File: config.mk
export PLATFORM = sky130hd
export DESIGN_NAME = char_lcd_nibble_sequencer
export DESIGN_NICKNAME = d
export VERILOG_FILES = /design/src/rtl/lcdns_pkg.sv /design/src/rtl/lcdns_cursor_addr.sv /design/src/rtl/char_lcd_nibble_sequencer.sv
export SDC_FILE = /design/constraint.sdc
export NUM_CORES = 1
export LEC_CHECK = 0
export ABC_CLOCK_PERIOD_IN_PS = 4200
export BUFFER_PORTS_ARGS = -buffer_cell sky130_fd_sc_hd__buf_2
export CAP_MARGIN = 20
export CORE_ASPECT_RATIO = 1.2
export CORE_MARGIN = 2
export CORE_UTILIZATION = 53
export DETAILED_ROUTE_END_ITERATION = 8
export GPL_TIMING_DRIVEN = 0
export PLACE_DENSITY = 0.89
export SYNTH_ARGS = -nofsm -noshare
export SYNTH_HDL_FRONTEND = slang
export SYNTH_HIERARCHICAL = 1
export SYNTH_SLANG_ARGS = --single-unit
File: constraint.sdc
create_clock -name clk_i -period 4.2 [get_ports clk_i]
set_input_delay 0.63 -clock clk_i [delete_from_list [all_inputs] [get_ports clk_i]]
set_output_delay 0.63 -clock clk_i [all_outputs]
set_load 0.01 [all_outputs]
File: src/rtl/lcdns_pkg.sv
// ----------------------------------------------------------------------------
// lcdns_pkg
// Types, constants and microcode program of the LCD nibble sequencer
// ----------------------------------------------------------------------------
package lcdns_pkg;

  // item operations
  typedef enum logic [1:0] {
    OP_SEND   = 2'd0,
    OP_INIT   = 2'd1,
    OP_CURSOR = 2'd2,
    OP_NONE   = 2'd3
  } op_e;

  // configuration register indexes
  typedef enum logic [1:0] {
    CFG_NUM_LINES = 2'd0,
    CFG_COLUMNS   = 2'd1,
    CFG_TALL_FONT = 2'd2,
    CFG_UNUSED    = 2'd3
  } cfg_idx_e;

  // nibble source of a step
  typedef enum logic [1:0] {
    NIB_CONST   = 2'd0,
    NIB_BYTE_HI = 2'd1,
    NIB_BYTE_LO = 2'd2,
    NIB_FSET_LO = 2'd3
  } nib_sel_e;

  // settle time of a step
  typedef enum logic [1:0] {
    WAIT_STROBE = 2'd0,
    WAIT_LONG   = 2'd1,
    WAIT_MID    = 2'd2,
    WAIT_CLEAR  = 2'd3
  } wait_sel_e;

  localparam int unsigned BEFORE_W = 16;
  localparam int unsigned AFTER_W  = 13;
  localparam int unsigned UPC_W    = 4;

  localparam logic [BEFORE_W-1:0] POWERUP_US = 16'd50000;
  localparam logic [AFTER_W-1:0]  STROBE_US  = 13'd100;
  localparam logic [AFTER_W-1:0]  LONG_US    = 13'd4600;
  localparam logic [AFTER_W-1:0]  MID_US     = 13'd250;
  localparam logic [AFTER_W-1:0]  CLEAR_US   = 13'd2100;

  localparam logic [7:0] CMD_CLEAR = 8'h01;

  // program entry points
  localparam logic [UPC_W-1:0] UPC_BYTE = 4'd0;
  localparam logic [UPC_W-1:0] UPC_INIT = 4'd3;

  // one control word
  typedef struct packed {
    nib_sel_e         nib_sel;
    logic [3:0]       nib_const;
    logic             rs_item;
    logic             powerup;
    wait_sel_e        wait_sel;
    logic             jump_on_clear;
    logic [UPC_W-1:0] jump_target;
    logic             last;
  } uc_word_t;

  // microcode program
  function automatic uc_word_t uc_rom(logic [UPC_W-1:0] addr);
    uc_word_t w;
    w = '{nib_sel: NIB_CONST, nib_const: 4'h0, rs_item: 1'b0, powerup: 1'b0,
          wait_sel: WAIT_STROBE, jump_on_clear: 1'b0, jump_target: '0, last: 1'b0};
    unique case (addr)
      // byte send: high nibble, then low nibble with normal or clear settle
      4'd0: begin
        w.nib_sel       = NIB_BYTE_HI;
        w.rs_item       = 1'b1;
        w.jump_on_clear = 1'b1;
        w.jump_target   = 4'd2;
      end
      4'd1: begin
        w.nib_sel = NIB_BYTE_LO;
        w.rs_item = 1'b1;
        w.last    = 1'b1;
      end
      4'd2: begin
        w.nib_sel  = NIB_BYTE_LO;
        w.rs_item  = 1'b1;
        w.wait_sel = WAIT_CLEAR;
        w.last     = 1'b1;
      end
      // power-up: wake strobes
      4'd3: begin
        w.nib_const = 4'h3;
        w.powerup   = 1'b1;
        w.wait_sel  = WAIT_LONG;
      end
      4'd4: begin
        w.nib_const = 4'h3;
        w.wait_sel  = WAIT_LONG;
      end
      4'd5: begin
        w.nib_const = 4'h3;
        w.wait_sel  = WAIT_MID;
      end
      4'd6: w.nib_const = 4'h2;
      // function set
      4'd7: w.nib_const = 4'h2;
      4'd8: w.nib_sel = NIB_FSET_LO;
      // display on
      4'd9:  w.nib_const = 4'h0;
      4'd10: w.nib_const = 4'hC;
      // clear display
      4'd11: w.nib_const = 4'h0;
      4'd12: begin
        w.nib_const = 4'h1;
        w.wait_sel  = WAIT_CLEAR;
      end
      // entry mode
      4'd13: w.nib_const = 4'h0;
      4'd14: begin
        w.nib_const = 4'h6;
        w.last      = 1'b1;
      end
      default: w.last = 1'b1;
    endcase
    return w;
  endfunction

endpackage

File: src/rtl/lcdns_cursor_addr.sv
// ----------------------------------------------------------------------------
// lcdns_cursor_addr
// Builds the set-address command byte from a column and a clamped row
// ----------------------------------------------------------------------------
module lcdns_cursor_addr #(
  parameter int unsigned ROW_SLOTS = 4
) (
  input  logic [6:0] column_i,
  input  logic [2:0] row_i,
  input  logic [2:0] num_lines_i,
  input  logic [5:0] columns_i,
  output logic [7:0] cmd_o
);

  localparam logic [2:0] RowMax = 3'(ROW_SLOTS - 1);

  logic [2:0] row_slot;
  logic [2:0] lines;
  logic [2:0] row_eff;
  logic [6:0] offset;
  logic [6:0] sum;

  // clamp to the row slots, then to the configured line count
  always_comb begin
    row_slot = (row_i > RowMax) ? RowMax : row_i;
    lines    = (num_lines_i == 3'd0) ? 3'd1 : num_lines_i;
    row_eff  = (row_slot >= lines) ? (lines - 3'd1) : row_slot;
  end

  // row start address
  always_comb begin
    case (row_eff[1:0])
      2'd0:    offset = 7'h00;
      2'd1:    offset = 7'h40;
      2'd2:    offset = {1'b0, columns_i};
      default: offset = 7'h40 + {1'b0, columns_i};
    endcase
  end

  // address wraps to 7 bits
  assign sum   = column_i + offset;
  assign cmd_o = {1'b1, sum};

endmodule

File: src/rtl/char_lcd_nibble_sequencer.sv
// ----------------------------------------------------------------------------
// char_lcd_nibble_sequencer
// Character LCD 4-bit bus sequencer driven by a microcode program
// ----------------------------------------------------------------------------
// An accepted item loads the step counter, which feeds the output register.
// The microcode counter issues one strobe per cycle while the output is free.
// A new item is taken the cycle after the last strobe issues. Send and cursor items
// strobe two nibbles, initialization the power-up program, an unknown op nothing.
// Input stall stays high while the program runs, so items are handled one at a time.
// Reset clears the sequencer and output valid and loads the register defaults.
module char_lcd_nibble_sequencer #(
  parameter int unsigned ROW_SLOTS  = 4,
  parameter int unsigned DATA_LINES = 4
) (
  input  logic                  clk_i,
  input  logic                  rst_ni,
  // item channel
  input  logic                  in_valid_i,
  output logic                  in_stall_o,
  input  logic [1:0]            op_i,
  input  logic                  is_data_i,
  input  logic [7:0]            byte_value_i,
  input  logic [6:0]            column_i,
  input  logic [2:0]            row_i,
  // strobe channel
  output logic                  out_valid_o,
  input  logic                  out_stall_i,
  output logic                  reg_select_o,
  output logic [DATA_LINES-1:0] nibble_o,
  output logic [15:0]           delay_before_us_o,
  output logic [12:0]           wait_after_us_o,
  output logic                  last_o,
  // configuration writes
  input  logic                  cfg_valid_i,
  output logic                  cfg_ready_o,
  input  logic [1:0]            cfg_index_i,
  input  logic [5:0]            cfg_data_i
);

  // configuration registers
  logic [2:0] num_lines_q;
  logic [5:0] columns_q;
  logic       tall_font_q;

  assign cfg_ready_o = 1'b1;

  always_ff @(posedge clk_i or negedge rst_ni) begin
    if (!rst_ni) begin
      num_lines_q <= 3'd1;
      columns_q   <= 6'd16;
      tall_font_q <= 1'b0;
    end else if (cfg_valid_i) begin
      case (lcdns_pkg::cfg_idx_e'(cfg_index_i))
        lcdns_pkg::CFG_NUM_LINES: num_lines_q <= cfg_data_i[2:0];
        lcdns_pkg::CFG_COLUMNS:   columns_q   <= cfg_data_i;
        lcdns_pkg::CFG_TALL_FONT: tall_font_q <= cfg_data_i[0];
        default: ;
      endcase
    end
  end

  // cursor command from the item fields
  logic [7:0] cursor_cmd;

  lcdns_cursor_addr #(
    .ROW_SLOTS(ROW_SLOTS)
  ) u_cursor (
    .column_i   (column_i),
    .row_i      (row_i),
    .num_lines_i(num_lines_q),
    .columns_i  (columns_q),
    .cmd_o      (cursor_cmd)
  );

  // sequencer state
  logic                         run_q, run_d;
  logic [lcdns_pkg::UPC_W-1:0]  upc_q, upc_d;
  logic                         rs_q, rs_d;
  logic [7:0]                   byte_q, byte_d;

  logic in_accept;
  logic out_free;
  logic issue;
  lcdns_pkg::uc_word_t uw;
  logic clear_cmd;

  assign in_stall_o = run_q;
  assign in_accept  = in_valid_i && !run_q;
  assign out_free   = !out_valid_o || !out_stall_i;
  assign issue      = run_q && out_free;
  assign uw         = lcdns_pkg::uc_rom(upc_q);
  assign clear_cmd  = !rs_q && (byte_q == lcdns_pkg::CMD_CLEAR);

  // dispatch and step counter
  always_comb begin
    run_d  = run_q;
    upc_d  = upc_q;
    rs_d   = rs_q;
    byte_d = byte_q;
    if (in_accept) begin
      unique case (lcdns_pkg::op_e'(op_i))
        lcdns_pkg::OP_SEND: begin
          run_d  = 1'b1;
          upc_d  = lcdns_pkg::UPC_BYTE;
          rs_d   = is_data_i;
          byte_d = byte_value_i;
        end
        lcdns_pkg::OP_INIT: begin
          run_d  = 1'b1;
          upc_d  = lcdns_pkg::UPC_INIT;
          rs_d   = 1'b0;
        end
        lcdns_pkg::OP_CURSOR: begin
          run_d  = 1'b1;
          upc_d  = lcdns_pkg::UPC_BYTE;
          rs_d   = 1'b0;
          byte_d = cursor_cmd;
        end
        default: ;
      endcase
    end else if (issue) begin
      if (uw.last) begin
        run_d = 1'b0;
      end
      if (uw.jump_on_clear && clear_cmd) begin
        upc_d = uw.jump_target;
      end else begin
        upc_d = upc_q + 4'd1;
      end
    end
  end

  always_ff @(posedge clk_i or negedge rst_ni) begin
    if (!rst_ni) begin
      run_q <= 1'b0;
      upc_q <= '0;
    end else begin
      run_q <= run_d;
      upc_q <= upc_d;
    end
  end

  always_ff @(posedge clk_i) begin
    rs_q   <= rs_d;
    byte_q <= byte_d;
  end

  // datapath for the current step
  logic [3:0]  nib;
  logic [12:0] wait_us;

  always_comb begin
    unique case (uw.nib_sel)
      lcdns_pkg::NIB_BYTE_HI: nib = byte_q[7:4];
      lcdns_pkg::NIB_BYTE_LO: nib = byte_q[3:0];
      lcdns_pkg::NIB_FSET_LO: nib = {num_lines_q > 3'd1,
                                     tall_font_q && (num_lines_q == 3'd1), 2'b00};
      default:                nib = uw.nib_const;
    endcase
  end

  always_comb begin
    unique case (uw.wait_sel)
      lcdns_pkg::WAIT_LONG:  wait_us = lcdns_pkg::LONG_US;
      lcdns_pkg::WAIT_MID:   wait_us = lcdns_pkg::MID_US;
      lcdns_pkg::WAIT_CLEAR: wait_us = lcdns_pkg::CLEAR_US;
      default:               wait_us = lcdns_pkg::STROBE_US;
    endcase
  end

  // output register
  logic                  out_valid_q;
  logic                  rs_out_q;
  logic [DATA_LINES-1:0] nib_out_q;
  logic [15:0]           before_q;
  logic [12:0]           after_q;
  logic                  last_q;

  always_ff @(posedge clk_i or negedge rst_ni) begin
    if (!rst_ni) begin
      out_valid_q <= 1'b0;
    end else if (issue) begin
      out_valid_q <= 1'b1;
    end else if (!out_stall_i) begin
      out_valid_q <= 1'b0;
    end
  end

  always_ff @(posedge clk_i) begin
    if (issue) begin
      rs_out_q  <= uw.rs_item & rs_q;
      nib_out_q <= DATA_LINES'(nib);
      before_q  <= uw.powerup ? lcdns_pkg::POWERUP_US : '0;
      after_q   <= wait_us;
      last_q    <= uw.last;
    end
  end

  assign out_valid_o       = out_valid_q;
  assign reg_select_o      = rs_out_q;
  assign nibble_o          = nib_out_q;
  assign delay_before_us_o = before_q;
  assign wait_after_us_o   = after_q;
  assign last_o            = last_q;

endmodule

==> impl_metrics.py, run 1 <==
metrics = {
    "outcome": {
        "status": "finished clean",
    },
    "worst_setup_path": {
        "cp.required_ns": 4.25,
        "worst_ep_arrival_time_ns": 3.60,
        "slowest_delay_ns": 0.42,
        "crit_type": "input pin to flop",
        "crit_cells": 15,
        "crit_buf_inv": 1,
        "slowest_stage": "fa_1",
        "path_cells": "buf_2, or2_2, ha_1, nand2_1, o21ai_2, a21oi_1, and2_1, ha_1, fa_1, a21o_1, a21oi_2, o21bai_1, a21oi_1, xnor2_1, mux2_2",
        "rr_worst_depth": 15,
        "start_kind": "input pin",
        "path_max_fanout": 6,
        "path_delay_family": "compound AO/OA/AOI/OAI gates",
        "reg2reg_setup_slack_ns": 0.69,
        "cp-end-kind": "flop",
    },
    "layout": {
        "post-route-cell-area_um2": 3122,
        "n_fill_cell": 359,
        "area_growth_pct": 20.82,
        "final_nets": 366,
        "final_layout_size_suffix_gt1_frac": 0.3883,
        "antennaDiodeCount": 0,
        "final_cells": 367,
    },
    "floorplanning": {
        "die_y_um": 80.49,
        "ios": 72,
        "dieWidth_um": 67.74,
        "row_count": 27,
        "initial_core_util": 0.5583,
        "dieArea_um2": 5452,
        "core_um2": 4628,
    },
    "grt": {
        "grt_remaining_overflow": 0,
        "grt_pass1_wl_mm": 7.659,
        "antenna_found_initial": 0,
        "grt_pass1_vias": 1804,
        "grt_busiest_layer": "met2",
        "grt.total_usage": 0.1876,
        "grt_use_met2": 0.3324,
        "grtUsageMet3": 0.03641,
        "grt_max_degree": 18,
        "met1_usage": 0.2091,
    },
    "sta": {
        "clock.fmax_mhz": 281.5,
        "rsz0062_at_grt": "no",
        "finalWorstSetupSlack_ns": 0.6481,
        "worstMarginPinSlew_ns": 0.5722,
        "setup_viol": 0,
        "timing.final.crit_share": 0.8457,
        "clock_skew_ns": 0.003701,
        "hold_viol_final": 0,
        "period_needed_ns": 3.552,
        "setup_tns_ns": 0,
        "slew_viol_final": 0,
        "relSlewSlack": 0.6176,
    },
    "synthesis": {
        "yosysTopAreaCell": "edfxtp_1",
        "synth_area_leaders": "edfxtp_1, dfrtp_1, ha_1",
        "yosys_warnings": 6,
        "yosys_register_bits": 39,
        "synth_cells": 232,
        "synth_top_area_frac": 0.2673,
        "synth_flop_cell": "edfxtp_1",
        "syn_avg_cell_area_um2": 11.14,
        "synth-edff-count": 23,
        "synth.yosys.seq_area_share": 0.4232,
        "synthArstFlopShare": 0.4103,
        "synth_common_cells": "buf_4, edfxtp_1, ha_1",
        "synth_area_um2": 2584,
        "ys_types": 58,
    },
    "cts": {
        "cts.sinks": 39,
        "postCtsResizedCells": 0,
        "cts_tree": "built",
        "cts_max_path_buffers": 2,
        "cts_inserted_buffers": 5,
        "root_buffer": "clkbuf_8",
        "cts.htree.levels": 2,
        "cts_setup_buffers": 0,
        "cts_hold_buf": 0,
        "clk_pin_slew_ns": 0.07,
        "insertion_delay_ns": 0.29,
    },
    "detailed_routing": {
        "vias": 1888,
        "detail_route.vias_per_cell": 5.144,
        "wl_per_cell_um": 12.44,
        "drt_first_pass_iters": 4,
        "first_iter_violations": 44,
        "wl_mm": 4.565,
        "postRouteAntennaNets": 0,
        "drc_errors": 0,
    },
    "place": {
        "gp_congestion": 0.8581,
        "io_buffers": 56,
        "dp.cells": 359,
        "place_hpwl_mm": 3.666,
        "place_ws_ns": 0.3751,
        "place_area_um2": 2985,
    },
    "pwr": {
        "p_leak_uw": 0.001495,
        "ir_drop_mv": 0.2778,
        "intPower_uw": 1195,
        "cellPowerDensity_nw_per_um2": 594.4,
        "p_seq_frac": 0.347,
        "switchingPower_uw": 660.1,
        "sw_frac_of_total": 0.3557,
        "p_comb_frac": 0.455,
        "p_clk_frac": 0.198,
    },
    "worst_hold_path": {
        "hold_class": "input pin to asynchronous set/reset pin",
    },
    "run": {
        "max_cap_viol_count": 0,
    },
}
[worst register-to-register path: stages, from the launching register on]
cell      delay [ns]
dfstp_2         0.56
o21bai_1        0.14
ha_1            0.28
nor2b_4         0.12
o21ai_2         0.09
nor2_1          0.09
a21oi_1         0.10
and2_1          0.20
ha_1            0.21
fa_1            0.42
a21o_1          0.19
a21oi_2         0.19
o21bai_1        0.09
a21oi_1         0.22
xnor2_1         0.09
mux2_2          0.27
[flip-flops by register name (all words and copies together), names as in the netlist]
name               cells
byte_q                 8
columns_q              6
delay_before_us_o      1
in_stall_o             1
last_o                 1
nibble_o               4
num_lines_q            3
out_valid_o            1
reg_select_o           1
rs_q                   1
tall_font_q            1
upc_q                  4
wait_after_us_o        7
[layout by cell type, fill, tap and decap left out, types with 5 or more instances in the layout]
master | synthesis | final
buf_2 | 2 | 58
ha_1 | 23 | 23
buf_4 | 23 | 23
edfxtp_1 | 23 | 23
mux2_2 | 18 | 18
conb_1 | 4 | 17
inv_1 | 15 | 15
dfrtp_1 | 14 | 14
a21oi_1 | 11 | 11
nor2_1 | 9 | 9
and2_1 | 8 | 8
nor2b_1 | 6 | 6
nand2_1 | 6 | 6
a21o_1 | 5 | 5
clkbuf_8 | 0 | 5
[routing by layer]
layer  vias to the layer above  wire [um]
met2                        71       2336
li1                        933          -
met5                         -          0
met3                        12        297
met1                       872       1802
met4                         0        129
[per-stage QoR]
stage	total power, uW	hold WS, ns	util
after floorplan	1263	0.3344	-
after global placement	1464	0.4815	0.6450
after detailed placement	1497	0.4871	0.6450
after CTS	1870	0.2469	0.6745
after global routing	1997	0.2617	0.6745
final	1856	0.2435	0.6745
[power groups by stage]
stage,clock network (uW),registers (uW),logic (uW)
floorplan,0,677,586
global placement,0,646,817
detailed placement,0,653,844
CTS,377,645,847
global route,392,661,944
finish,368,643,844
[worst paths after layout]
path                                startpoint             end
worst max-delay path                  row_i[1]       byte_q[6]
worst min-delay path                    rst_ni    columns_q[3]
worst max register to register  num_lines_q[0]       byte_q[6]
worst min register to register    columns_q[5]    columns_q[5]
max in group asynchronous               rst_ni  num_lines_q[0]
min in group clk_i                columns_q[5]    columns_q[5]
[final cells by class]
type | instances | area, um^2 | share of cell area
sequential | 39 | 1094 | 0.3503
inverter | 15 | 56.30 | 0.01804
buffer | 29 | 197.7 | 0.06333
timing repair buffer | 56 | 280.3 | 0.08978
clock buffer | 5 | 68.82 | 0.02204
multi-input combinational | 162 | 1285 | 0.4116
tap | 58 | 72.57 | 0.02325
clock inverter | 3 | 67.56 | 0.02164
[cell families after synthesis]
group / count (synthesis) / share of synthesized area
flip-flops: 39 / 0.4232
AO/OA/AOI/OAI: 45 / 0.1356
XOR/XNOR: 6 / 0.02034
adder cells (fa/ha/maj): 24 / 0.1191
AND/OR/NAND/NOR: 50 / 0.1114
other: 4 / 0.005809
multiplexers: 20 / 0.08620
buffers and inverters: 44 / 0.09830
(Power assumes the default switching activity.)
==> run 2: changes to the inputs <==
ABC_CLOCK_PERIOD_IN_PS = 3600   (was 4200)
clock period = 3.6 ns   (was 4.2 ns; I/O delays follow)
==> run 2 against run 1 <==
Cell area grew 0.20%; total power grew 17%; largest cell class unchanged; combinational power grew 17%; register-to-register slack lost 0.48 ns; flip-flop and latch count is the same.
==> impl_metrics.py, run 2 (synthesized netlist as in run 1, its figures left out) <==
metrics = {
    "place": {
        "place_hpwl_mm": 3.666,
        "gp_congestion": 0.8581,
        "place_ws_ns": -0.1349,
        "io_buffers": 56,
    },
    "sta": {
        "slew_viol_final": 0,
        "period_needed_ns": 3.390,
        "worstMarginPinSlew_ns": 0.5722,
        "clock.fmax_mhz": 295.0,
        "setup_viol": 0,
        "clock_skew_ns": 0.004050,
        "rsz0062_at_grt": "no",
        "relSlewSlack": 0.6176,
        "timing.final.crit_share": 0.9417,
        "finalWorstSetupSlack_ns": 0.2097,
        "hold_viol_final": 0,
    },
    "worst_setup_path": {
        "slowest_stage": "dfstp_2",
        "path_max_fanout": 6,
        "reg2reg_setup_slack_ns": 0.21,
        "rr_startpoint": "num_lines_q[0]",
        "crit_type": "flop to flop",
        "path_cells": "o21bai_1, ha_1, nor2b_4, o21ai_2, nor2_1, a21oi_1, and2_1, ha_1, fa_2, a21o_1, a21oi_2, o21bai_1, a21oi_2, xnor2_1, mux2_2",
        "slowest_delay_ns": 0.56,
        "rr_worst_depth": 15,
        "worst_ep_arrival_time_ns": 3.44,
        "crit_end": "byte_q[6]",
        "startpoint": "num_lines_q[0]",
        "start_kind": "flop",
        "cp-end-kind": "flop",
        "worst_r2r_endpoint": "byte_q[6]",
        "cp.required_ns": 3.65,
    },
    "grt": {
        "grt_pass1_wl_mm": 7.659,
        "grt_pass1_vias": 1804,
        "grt_max_degree": 18,
        "grt.total_usage": 0.1876,
        "grt_remaining_overflow": 0,
        "antenna_found_initial": 0,
    },
    "detailed_routing": {
        "postRouteAntennaNets": 0,
        "vias": 1891,
        "wl_mm": 4.562,
        "drc_errors": 0,
        "detail_route.vias_per_cell": 5.153,
        "wl_per_cell_um": 12.43,
        "first_iter_violations": 50,
        "drt_first_pass_iters": 4,
    },
    "outcome": {
        "status": "finished clean",
    },
    "layout": {
        "utilization": 0.6759,
        "final_layout_size_suffix_gt1_frac": 0.3948,
        "area_growth_pct": 21.07,
        "layout.cells.most_common_list": "buf_2, ha_1, buf_4, edfxtp_1, mux2_2",
        "n_fill_cell": 358,
        "largest_register": "byte_q",
        "layout_commonest_cell": "buf_2",
        "final_nets": 366,
        "antennaDiodeCount": 0,
        "largest_register_ff_count": 8,
    },
    "worst_hold_path": {
        "hold_class": "input pin to asynchronous set/reset pin",
    },
    "pwr": {
        "ir_drop_mv": 0.3241,
        "cellPowerDensity_nw_per_um2": 693.3,
        "p_leak_uw": 0.001494,
    },
    "cts": {
        "cts_max_path_buffers": 2,
        "cts.htree.levels": 2,
        "cts_tree": "built",
        "cts_setup_buffers": 0,
        "clk_pin_slew_ns": 0.08,
        "insertion_delay_ns": 0.29,
        "cts_inserted_buffers": 5,
        "root_buffer": "clkbuf_8",
        "cts.sinks": 39,
        "cts_hold_buf": 0,
    },
    "floorplanning": {
        "dieWidth_um": 67.74,
        "initial_core_util": 0.5583,
        "die_y_um": 80.49,
        "row_count": 27,
        "dieArea_um2": 5452,
        "ios": 72,
        "core_um2": 4628,
    },
    "run": {
        "max_cap_viol_count": 0,
    },
}
[run 2: worst min-delay path by stage]
stage | cells after the start | from | to | slack [ns]
after floorplan | 0 | rst_ni | columns_q[0] | 0.24
after global placement | 1 | rst_ni | columns_q[3] | 0.48
after detailed placement | 1 | rst_ni | columns_q[3] | 0.48
after CTS | 1 | rst_ni | columns_q[3] | 0.16
after global routing | 1 | rst_ni | columns_q[2] | 0.17
final | 1 | rst_ni | columns_q[3] | 0.15
[run 2: what timing repair did]
action | in CTS | in global routing
gates resized for setup | 0 | 2
setup endpoints to repair | 0 | 1
hold endpoints to repair | 0 | 0
[run 2: report_power, final]
group	internal (uW)	switching [uW]
logic	457	531
clock network	276	154
registers	663	86.9
[run 2: stage by stage]
step | power, uW | hold WS [ns] | std cells | TNS (ns) | area [um^2]
floorplan | 1474 | 0.2444 | 245 | 0 | 2633
detailed placement | 1747 | 0.4779 | 359 | -0.1693 | 2985
CTS | 2181 | 0.1569 | 367 | 0 | 3122
global placement | 1708 | 0.4757 | 359 | -0.02770 | 2985
global route | 2333 | 0.1717 | 367 | 0 | 3128
finish | 2169 | 0.1539 | 367 | 0 | 3128
[run 2: area by class of cell]
type                    instances  area [um^2]  area share
repair buffers                 56        280.3     0.08960
flip-flops and latches         39         1094      0.3496
clock inverters                 3        67.56     0.02160
multi-input cells             162         1291      0.4128
plain buffers                  29        197.7     0.06320
inverters                      15        56.30     0.01800
well taps                      58        72.57     0.02320
clock buffers                   5        68.82     0.02200
[run 2: worst max-delay path, delay by kind of cell, from the launching register on]
family                     cells  cell delay, ns
AOI/OAI and AO/OA              7            0.97
and+or+nand+nor                3            0.41
adders and majority gates      3            0.86
DFF                            1            0.56
xor gates and xnor gates       1            0.08
muxes                          1            0.27
[run 2: layer usage]
layer | GRT usage | vias to the layer above | wire length, um
met5 | 0 | - | 0
met2 | 0.3324 | 67 | 2356
met3 | 0.03641 | 8 | 283
met4 | 0.09184 | 0 | 102
li1 | - | 934 | -
met1 | 0.2091 | 882 | 1821
